File: src/hw/rtl/ctt_pkg.sv
package ctt_pkg;

	typedef enum logic [3:0] {
		KIND_EOL      = 4'd0,
		KIND_COMMENT  = 4'd1,
		KIND_EQUAL    = 4'd2,
		KIND_IDENT    = 4'd3,
		KIND_STRING   = 4'd4,
		KIND_LPAREN   = 4'd5,
		KIND_RPAREN   = 4'd6,
		KIND_LBRACKET = 4'd7,
		KIND_RBRACKET = 4'd8,
		KIND_COMMA    = 4'd9,
		KIND_END      = 4'd10
	} kind_t;

	typedef struct packed {
		kind_t       kind;
		logic [15:0] start;
		logic [15:0] length;
		logic        last;
	} token_t;

	typedef struct packed {
		logic [1:0] count;
		token_t     tok0;
		token_t     tok1;
	} push_t;

	localparam logic [7:0]  LIMIT_RESET = 8'd10;
	localparam logic [15:0] LEN_MAX     = 16'hFFFF;

	localparam logic [7:0] CH_NUL       = 8'd0;
	localparam logic [7:0] CH_LF        = 8'd10;
	localparam logic [7:0] CH_SEMICOLON = 8'h3B;
	localparam logic [7:0] CH_SLASH     = 8'h2F;
	localparam logic [7:0] CH_EQUAL     = 8'h3D;
	localparam logic [7:0] CH_UNDERLINE = 8'h5F;
	localparam logic [7:0] CH_MINUS     = 8'h2D;
	localparam logic [7:0] CH_STAR      = 8'h2A;
	localparam logic [7:0] CH_DOT       = 8'h2E;
	localparam logic [7:0] CH_LPAREN    = 8'h28;
	localparam logic [7:0] CH_RPAREN    = 8'h29;
	localparam logic [7:0] CH_LBRACKET  = 8'h5B;
	localparam logic [7:0] CH_RBRACKET  = 8'h5D;
	localparam logic [7:0] CH_COMMA     = 8'h2C;

	function automatic logic is_alnum(input logic [7:0] b);
		return (b >= 8'h61 && b <= 8'h7A) || (b >= 8'h41 && b <= 8'h5A) ||
		       (b >= 8'h30 && b <= 8'h39);
	endfunction

	function automatic logic is_word(input logic [7:0] b);
		return is_alnum(b) || b == CH_UNDERLINE || b == CH_DOT ||
		       b == CH_STAR || b == CH_MINUS;
	endfunction

endpackage

File: src/hw/rtl/ctt_scan.sv
module ctt_scan import ctt_pkg::*; #(
	parameter int POSITION_BITS = 16
) (
	input  logic       clk,
	input  logic       arst_n,
	input  logic       step,
	input  logic [7:0] byte_in,
	input  logic [7:0] limit,
	output push_t      push
);

	typedef enum logic [1:0] {
		MODE_IDLE,
		MODE_WORD,
		MODE_COMMENT
	} mode_t;

	mode_t                    mode_q, mode_d;
	logic [POSITION_BITS-1:0] pos_q, pos_d;
	logic [15:0]              start_q, start_d;
	logic [15:0]              len_q, len_d;
	logic                     nonempty_q, nonempty_d;
	logic [POSITION_BITS-1:0] pos_inc;
	logic [15:0]              pos16;
	logic [15:0]              len_grown;
	logic                     close_v;
	token_t                   close_tok;
	logic                     own_v;
	token_t                   own_tok;
	logic                     go_idle;

	assign pos_inc   = pos_q + POSITION_BITS'(1);
	assign pos16     = 16'(pos_q);
	assign len_grown = (len_q == LEN_MAX) ? LEN_MAX : len_q + 16'd1;

	always_comb begin
		mode_d     = mode_q;
		pos_d      = pos_q;
		start_d    = start_q;
		len_d      = len_q;
		nonempty_d = nonempty_q;
		close_v    = 1'b0;
		close_tok  = '{kind: KIND_COMMENT, start: start_q, length: len_q, last: 1'b0};
		own_v      = 1'b0;
		own_tok    = '{kind: KIND_EOL, start: pos16, length: 16'd1, last: 1'b1};
		go_idle    = 1'b1;

		unique case (mode_q)
			MODE_WORD: begin
				if (is_word(byte_in)) begin
					go_idle = 1'b0;
					len_d   = len_grown;
					pos_d   = pos_inc;
				end else begin
					close_v        = 1'b1;
					close_tok.kind = ({8'd0, limit} >= len_q) ? KIND_IDENT : KIND_STRING;
				end
			end
			MODE_COMMENT: begin
				if (byte_in != CH_LF && byte_in != CH_NUL) begin
					go_idle = 1'b0;
					len_d   = len_grown;
					pos_d   = pos_inc;
				end else begin
					close_v = 1'b1;
				end
			end
			default: ;
		endcase

		if (go_idle) begin
			mode_d = MODE_IDLE;
			if (byte_in == CH_NUL) begin
				own_v          = nonempty_q;
				own_tok.kind   = KIND_END;
				own_tok.length = 16'd0;
				pos_d          = '0;
				start_d        = '0;
				len_d          = '0;
				nonempty_d     = 1'b0;
			end else begin
				nonempty_d = 1'b1;
				pos_d      = pos_inc;
				unique case (byte_in)
					CH_LF:       begin own_v = 1'b1; own_tok.kind = KIND_EOL;      end
					CH_EQUAL:    begin own_v = 1'b1; own_tok.kind = KIND_EQUAL;    end
					CH_LPAREN:   begin own_v = 1'b1; own_tok.kind = KIND_LPAREN;   end
					CH_RPAREN:   begin own_v = 1'b1; own_tok.kind = KIND_RPAREN;   end
					CH_LBRACKET: begin own_v = 1'b1; own_tok.kind = KIND_LBRACKET; end
					CH_RBRACKET: begin own_v = 1'b1; own_tok.kind = KIND_RBRACKET; end
					CH_COMMA:    begin own_v = 1'b1; own_tok.kind = KIND_COMMA;    end
					CH_SEMICOLON, CH_SLASH: begin
						mode_d  = MODE_COMMENT;
						start_d = pos16;
						len_d   = 16'd1;
					end
					default: begin
						if (is_alnum(byte_in) || byte_in == CH_STAR) begin
							mode_d  = MODE_WORD;
							start_d = pos16;
							len_d   = 16'd1;
						end
					end
				endcase
			end
		end

		close_tok.last = !own_v;
	end

	always_comb begin
		push.count = 2'd0;
		push.tok0  = own_tok;
		push.tok1  = own_tok;
		if (step) begin
			if (close_v) begin
				push.tok0  = close_tok;
				push.count = own_v ? 2'd2 : 2'd1;
			end else begin
				push.count = own_v ? 2'd1 : 2'd0;
			end
		end
	end

	always_ff @(posedge clk or negedge arst_n) begin
		if (!arst_n) begin
			mode_q     <= MODE_IDLE;
			pos_q      <= '0;
			start_q    <= '0;
			len_q      <= '0;
			nonempty_q <= 1'b0;
		end else if (step) begin
			mode_q     <= mode_d;
			pos_q      <= pos_d;
			start_q    <= start_d;
			len_q      <= len_d;
			nonempty_q <= nonempty_d;
		end
	end

endmodule

File: src/hw/rtl/ctt_queue.sv
module ctt_queue import ctt_pkg::*; (
	input  logic   clk,
	input  logic   arst_n,
	input  push_t  push,
	input  logic   pop,
	output logic   room,
	output logic   nonempty,
	output token_t head
);

	localparam int DEPTH = 4;

	token_t     data_q [DEPTH];
	token_t     data_d [DEPTH];
	logic [2:0] count_q;
	logic [2:0] base;

	assign nonempty = (count_q != 3'd0);
	assign room     = (count_q <= 3'd2);
	assign head     = data_q[0];
	assign base     = count_q - {2'd0, pop};

	always_comb begin
		for (int i = 0; i < DEPTH; i++) begin
			if (pop && i < DEPTH - 1) begin
				data_d[i] = data_q[i+1];
			end else begin
				data_d[i] = data_q[i];
			end
			if (push.count != 2'd0 && base == 3'(i)) begin
				data_d[i] = push.tok0;
			end
			if (push.count == 2'd2 && base + 3'd1 == 3'(i)) begin
				data_d[i] = push.tok1;
			end
		end
	end

	always_ff @(posedge clk) begin
		for (int i = 0; i < DEPTH; i++) begin
			data_q[i] <= data_d[i];
		end
	end

	always_ff @(posedge clk or negedge arst_n) begin
		if (!arst_n) begin
			count_q <= 3'd0;
		end else begin
			count_q <= base + {1'b0, push.count};
		end
	end

endmodule

File: src/hw/rtl/config_text_tokenizer.sv
// Scans configuration text one source byte per item on the slave stream and
// emits one result item per token on the master stream: kind in tuser, start
// position and length in tdata, and tlast on the final token caused by a byte.
// A zero byte ends the source and yields an end token unless the source was
// empty. Each byte passes an input register, is classified combinationally against
// the scanner state and leaves its zero, one or two tokens in a four-entry
// result queue; a byte is taken in every cycle while the queue holds at most two
// tokens, and tokens leave at one per cycle while m_tready is high, so bytes that
// close a word or comment and also make a token of their own leave two tokens.
module config_text_tokenizer import ctt_pkg::*; #(
	parameter int POSITION_BITS = 16
) (
	input  logic        clk,
	input  logic        arst_n,
	input  logic        cfg_we,
	input  logic [7:0]  cfg_wdata,   // identifier_length_limit
	input  logic        s_tvalid,
	output logic        s_tready,
	input  logic [7:0]  s_tdata,     // source_byte
	output logic        m_tvalid,
	input  logic        m_tready,
	output logic [31:0] m_tdata,     // token_start [15:0], token_length [31:16]
	output logic [3:0]  m_tuser,     // token_kind
	output logic        m_tlast      // last_of_run
);

	logic [7:0] limit_q;
	logic [7:0] byte_s1;
	logic       valid_s1;
	logic       step;
	logic       room;
	push_t      push;
	token_t     head;

	assign step     = valid_s1 && room;
	assign s_tready = !valid_s1 || room;

	always_ff @(posedge clk or negedge arst_n) begin
		if (!arst_n) begin
			limit_q  <= LIMIT_RESET;
			valid_s1 <= 1'b0;
		end else begin
			if (cfg_we) begin
				limit_q <= cfg_wdata;
			end
			if (s_tready) begin
				valid_s1 <= s_tvalid;
			end
		end
	end

	always_ff @(posedge clk) begin
		if (s_tready && s_tvalid) begin
			byte_s1 <= s_tdata;
		end
	end

	ctt_scan #(
		.POSITION_BITS(POSITION_BITS)
	) u_scan (
		.clk     (clk),
		.arst_n  (arst_n),
		.step    (step),
		.byte_in (byte_s1),
		.limit   (limit_q),
		.push    (push)
	);

	ctt_queue u_queue (
		.clk      (clk),
		.arst_n   (arst_n),
		.push     (push),
		.pop      (m_tvalid && m_tready),
		.room     (room),
		.nonempty (m_tvalid),
		.head     (head)
	);

	assign m_tdata = {head.length, head.start};
	assign m_tuser = head.kind;
	assign m_tlast = head.last;

endmodule
File: config.mk
export PLATFORM = sky130hd
export DESIGN_NAME = config_text_tokenizer
export DESIGN_NICKNAME = d
export VERILOG_FILES = /design/src/hw/rtl/ctt_pkg.sv /design/src/hw/rtl/ctt_scan.sv /design/src/hw/rtl/ctt_queue.sv /design/src/hw/rtl/config_text_tokenizer.sv
export SDC_FILE = /design/constraint.sdc
export NUM_CORES = 1
export LEC_CHECK = 0
export BUFFER_PORTS_ARGS = -buffer_cell sky130_fd_sc_hd__buf_2
export CAP_MARGIN = 20
export CORE_MARGIN = 3
export CORE_UTILIZATION = 30
export DETAILED_ROUTE_END_ITERATION = 10
export SLEW_MARGIN = 30
export SYNTH_ARGS = -nofsm -noshare
export SYNTH_HDL_FRONTEND = slang
export SYNTH_SLANG_ARGS = --single-unit
File: constraint.sdc
create_clock -name clk -period 8.4 [get_ports clk]
set_clock_uncertainty 0.05 [all_clocks]
set_input_delay 1.68 -clock clk [delete_from_list [all_inputs] [get_ports clk]]
set_output_delay 1.68 -clock clk [all_outputs]
set_load 0.01 [all_outputs]
Yosys cells after proc, flatten, opt, wreduce, memory -nomap -nowiden
Memories as Yosys holds them, arrays and structs flattened.
Index checks and enable logic that the tools add are counted.

storage, ports and cells
  bits in registers = 71
  bits in writable memories = 148
  input port bits = 21
  output and inout bits = 39
  logic and storage cells = 139
  memories kept = 1

memory list
  memory          words  bits a word  read ports  clocked after Yosys merged registers in  write ports  line             source
  u_queue.data_q  4      37           4           0                                        4            ctt_queue.sv:13  token_t data_q [DEPTH];

operators by class
  $add $sub $neg = 5
  $lt $le $gt $ge = 8
  eq/ne operators = 27
  multiplexer cells = 51
  reductions and logical operators = 38

operators by type and width
  operator                 number
  $mux W37                 12
  $mux W16                 13
  $pmux W16 S2             4
  $eq A8 B6 Y1 const B     9
  $mux W39                 1
  $add A16 B1 Y16 const B  2
  $eq A8 B7 Y1 const B     3
  $pmux W4 S6              1
  $eq A16 B16 Y1 const B   1
  $ge A8 B16 Y1            1
  $ge A8 B7 Y1 const B     2
  $le A8 B7 Y1 const B     2
  $mux W4                  4
  $logic_and A1 B1 Y1      15
  $eq A3 B2 Y1 const B     4
  $mux W1                  9
  $reduce_bool A3 Y1       3
  $eq A8 B4 Y1 const B     1
  $ge A8 B6 Y1 const B     1
  $le A8 B6 Y1 const B     1
  $logic_not A8 Y1         1
  $logic_or A1 B1 Y1       8
  $ne A8 B4 Y1 const B     1
  $reduce_and A4 Y1        2
  20 further kinds         28

Longest topological paths before layout
  depth in word-level cells = 18
  gate-level depth with buffers = 16
  depth with buffers taken out = 13

Modules after synthesis
From an unflattened synthesis, not the netlist that was laid out.

second synthesis, totals
  cell total of the unflattened synthesis = 1294
  area total of the unflattened synthesis = 13128.8 µm²

modules (own cells, without submodules)
  module                 instances  cells an instance  area an instance (µm²)  seq. area each (µm²)
  ctt_queue              1          807                8597.0                  4519.3
  ctt_scan               1          456                3901.2                  1276.2
  config_text_tokenizer  1          31                 630.6                   467.9

Least setup slack after synthesis
Ideal clock, no wire load.

  kind = in2reg
  start point = input m_tready
  end point = memory u_queue.data_q[0][17] (netlist name), enable pin
  setup time = 0.378 ns
  data arrival time = 4.513 ns
  data required time = 7.972 ns
  setup slack = 3.459 ns
  stages = 11
  buffers on the path = 1
  path through = nand2_1 inv_1 clkbuf_1 ha_1 ha_1 nor2_1 ha_1 nand4b_1 nor3_1 nor2_1 nand2_1

RTL lines
  what         line                         source
  from (decl)  config_text_tokenizer.sv:21  input logic m_tready,
  to (decl)    ctt_queue.sv:13

==> impl_metrics.tcl <==
set metrics [dict create \
    overflow 0 \
    tightest_slew_ns 1.08 \
    yosysSeqAreaShare_pct 53.3 \
    regArea_sq_mm 0.00562 \
    die-area_sq_mm 0.0374 \
    synth_commonest_cells "nor2_1 (156), nand2_1 (111), edfxtp_1 (92)" \
    synthesis.nets 1092 \
    post_cts_resized 0 \
    io_buffers 59 \
    grt_pass1_wl_um 45600 \
    final.period_utilization_pct 54.8 \
    num_vias 8232 \
    arrival_ns 4.81 \
    synth_area_sq_mm 0.0105 \
    grtUsageTotal_pct 14.8 \
    synth_top_area_share_pct 26.2 \
    synth_top_cells_by_area "edfxtp_1 (26%), dfrtp_1 (14%), dfxtp_1 (12%), nor2_1 (5.6%), o22ai_1 (5.4%)" \
    synth_cell_type_count 75 \
    cts_buffers 24 \
    ios 60 \
    grt_max_degree 64 \
    fin_crit_ns 4.60 \
    firstDrtPassIters 6 \
    die_x_um 194 \
    drtIter0Drc 696 \
    yosysMostFrequentCell "nor2_1" \
    vias_per_cell 5.31 \
    ant_nets 0 \
    start_util_pct 30.5 \
    final_layout_size_suffix_gt1_share_pct 13.4 \
    clock_latency_ns 0.51 \
    area_growth_pct 13.3 \
    hp-class "register to register" \
    clockBufferDepth 3 \
    fmax_mhz 217 \
    critPathLaunchType "register" \
    yosysTopAreaCell "edfxtp_1" \
    dp_hpwl_um 18600 \
    final.setup.tns_ns 0 \
    syn_inst 1053 \
    routed_wl_um 28500 \
    yosys_most_used_dff "edfxtp_1" \
    nNetsFinal 1116 \
    nFillCells 3465 \
    r2r_slack_ns 3.80 \
    rsz0062_at_grt "no" \
    hold_viol_final 0 \
    relSlewSlack_pct 27.0 \
    final_cell_area_sq_mm 0.0120 \
    postCtsSetupBuffers 0 \
    stdcell_count 1550 \
    irDropWorstVdd_mv 0.138 \
    wl_per_cell_um 18.4 \
    crit_path_end_kind "register" \
    max_cap_violations 0 \
    avgSynthCellArea_sq_um 10.0 \
    synth_edf_count 92 \
    synth_async_sr_flop_share_pct 28.8 \
    die_h_um 194 \
    p_leak_nw 4.82 \
    antenna_found_initial 0 \
    diodes 0 \
    cts.sinks 219 \
    clkTransAtPathRegs_ns 0.06 \
    place_area_sq_mm 0.0111 \
    fp-row-count 68 \
    place.gp.congestion 0.878 \
    ys_warn_count 0 \
    grt_pass1_vias 7943 \
    power_density_mw_per_mm2 272 \
    status "completed" \
    holdBufCountCts 0 \
    drc_errors 0 \
    criticalPathCategory "register to register" \
    cp_max_fo 27 \
    multi_input_area_sq_mm 0.00449 \
    cts_tree "yes" \
    crit_required_ns 8.61 \
    htreeDepth 1 \
    coreArea_sq_mm 0.0346 \
    cts_root_buffer "clkbuf_16" \
    slew_viol_final 0 \
    place_inst 1506 \
    ys_ff_latch 219 \
    setup_viol_count_final 0 \
]
cells in the final DEF (no fill, tap or decap), drive strengths merged, types with 4 or more instances in the layout:
cell | netlist | routed
nor2 | 160 | 160
nand2 | 112 | 112
edfxtp | 92 | 92
o22ai | 91 | 91
buf | 31 | 69
dfxtp | 64 | 64
dfrtp | 61 | 61
o21ai | 54 | 54
mux2i | 45 | 45
nand3 | 41 | 41
a21oi | 37 | 37
a22o | 35 | 35
clkbuf | 40 | 34
inv | 26 | 29
ha | 17 | 17
nand4 | 14 | 14
xor2 | 14 | 14
nor3 | 10 | 10
or2 | 8 | 8
nand2b | 8 | 8
mux2 | 8 | 8
or3 | 7 | 7
o41ai | 6 | 6
clkinv | 1 | 6
xnor2 | 5 | 5
a31oi | 5 | 5
nor4 | 5 | 5
nor3b | 4 | 4
and3 | 4 | 4
a211oi | 4 | 4
final timing paths:
path | endpoint | depth (start not counted) | startpoint
setup / recovery | u_queue.data_q[0][21] | 12 | byte_s1[4]
min in group asynchronous | u_scan.len_q[12] | 2 | arst_n
setup reg to reg | u_queue.data_q[0][21] | 12 | byte_s1[4]
max in group asynchronous | u_scan.start_q[1] | 2 | arst_n
hold reg to reg | u_queue.data_q[3][15] | 1 | u_queue.data_q[3][15]
hold / removal | u_queue.data_q[3][15] | 1 | u_queue.data_q[3][15]
cell families (layout without fill, tap and decap cells):
family                     Yosys count  in the layout  synth area share, %
and+or+nand+nor                    385            385                 16.7
AOI/OAI and AO/OA                  261            261                 16.8
DFF                                219            219                 53.3
buffers and inverters               98            140                 4.25
muxes                               53             53                 5.12
xor gates and xnor gates            19             19                 1.58
adders and majority gates           18             18                 2.21
registers in the layout, indices dropped and copies added (netlist names):
name / flops
u_scan.start_q: 16
limit_q: 8
u_scan.mode_q: 2
u_scan.nonempty_q: 1
u_scan.pos16: 16
u_queue.data_q: 148
valid_s1: 1
u_queue.count_q: 3
byte_s1: 8
u_scan.len_q: 16
layout make-up:
type,count,area share (%)
clock buffers,34,5.78
clock inverters,10,0.890
inverters,27,0.848
multi-input cells,736,37.6
flip-flops and latches,219,47.0
well taps,455,4.76
repair buffers,69,3.13
per-stage QoR:
step | util [%] | worst slack (ns) | hold slack [ns] | power (mW)
2_1_floorplan | - | 3.46 | 0.392 | 1.97
3_3_place_gp | 32.2 | 3.33 | 0.405 | 2.20
3_5_place_dp | 32.2 | 3.32 | 0.408 | 2.21
4_1_cts | 34.5 | 3.53 | 0.430 | 3.28
5_1_grt | 34.5 | 3.52 | 0.442 | 3.43
6_report | 34.5 | 3.80 | 0.425 | 3.25
routing by layer:
metal  track usage (%)  wire, um  vias to the layer above
met4              3.24       515                        0
met3              2.04      1480                       42
met5                 0         0                        -
li1                  -         -                     3902
met2              24.8     13900                      239
met1              20.4     12600                     4049
critical path, cell delays in order, from the launching register on:
cell and delay (ns):
edfxtp_1 0.57, nor3b_1 0.24, a2bb2oi_1 0.12, o311ai_2 0.51
o211a_1 0.57, nor2_1 0.11, ha_1 0.36, o21ai_0 0.16
or2_2 0.35, nor2_1 0.44, nand3_4 0.43, o22ai_1 0.36
nor2_1 0.07
power by group:
group | internal [mW] | total, mW | leakage [nW] | switching [mW]
sequential | 1.31 | 1.43 | 2.21 | 0.127
combinational | 0.247 | 0.755 | 2.22 | 0.508
clock | 0.637 | 1.06 | 0.395 | 0.428
Note: power is estimated with default switching activity, not from simulation.
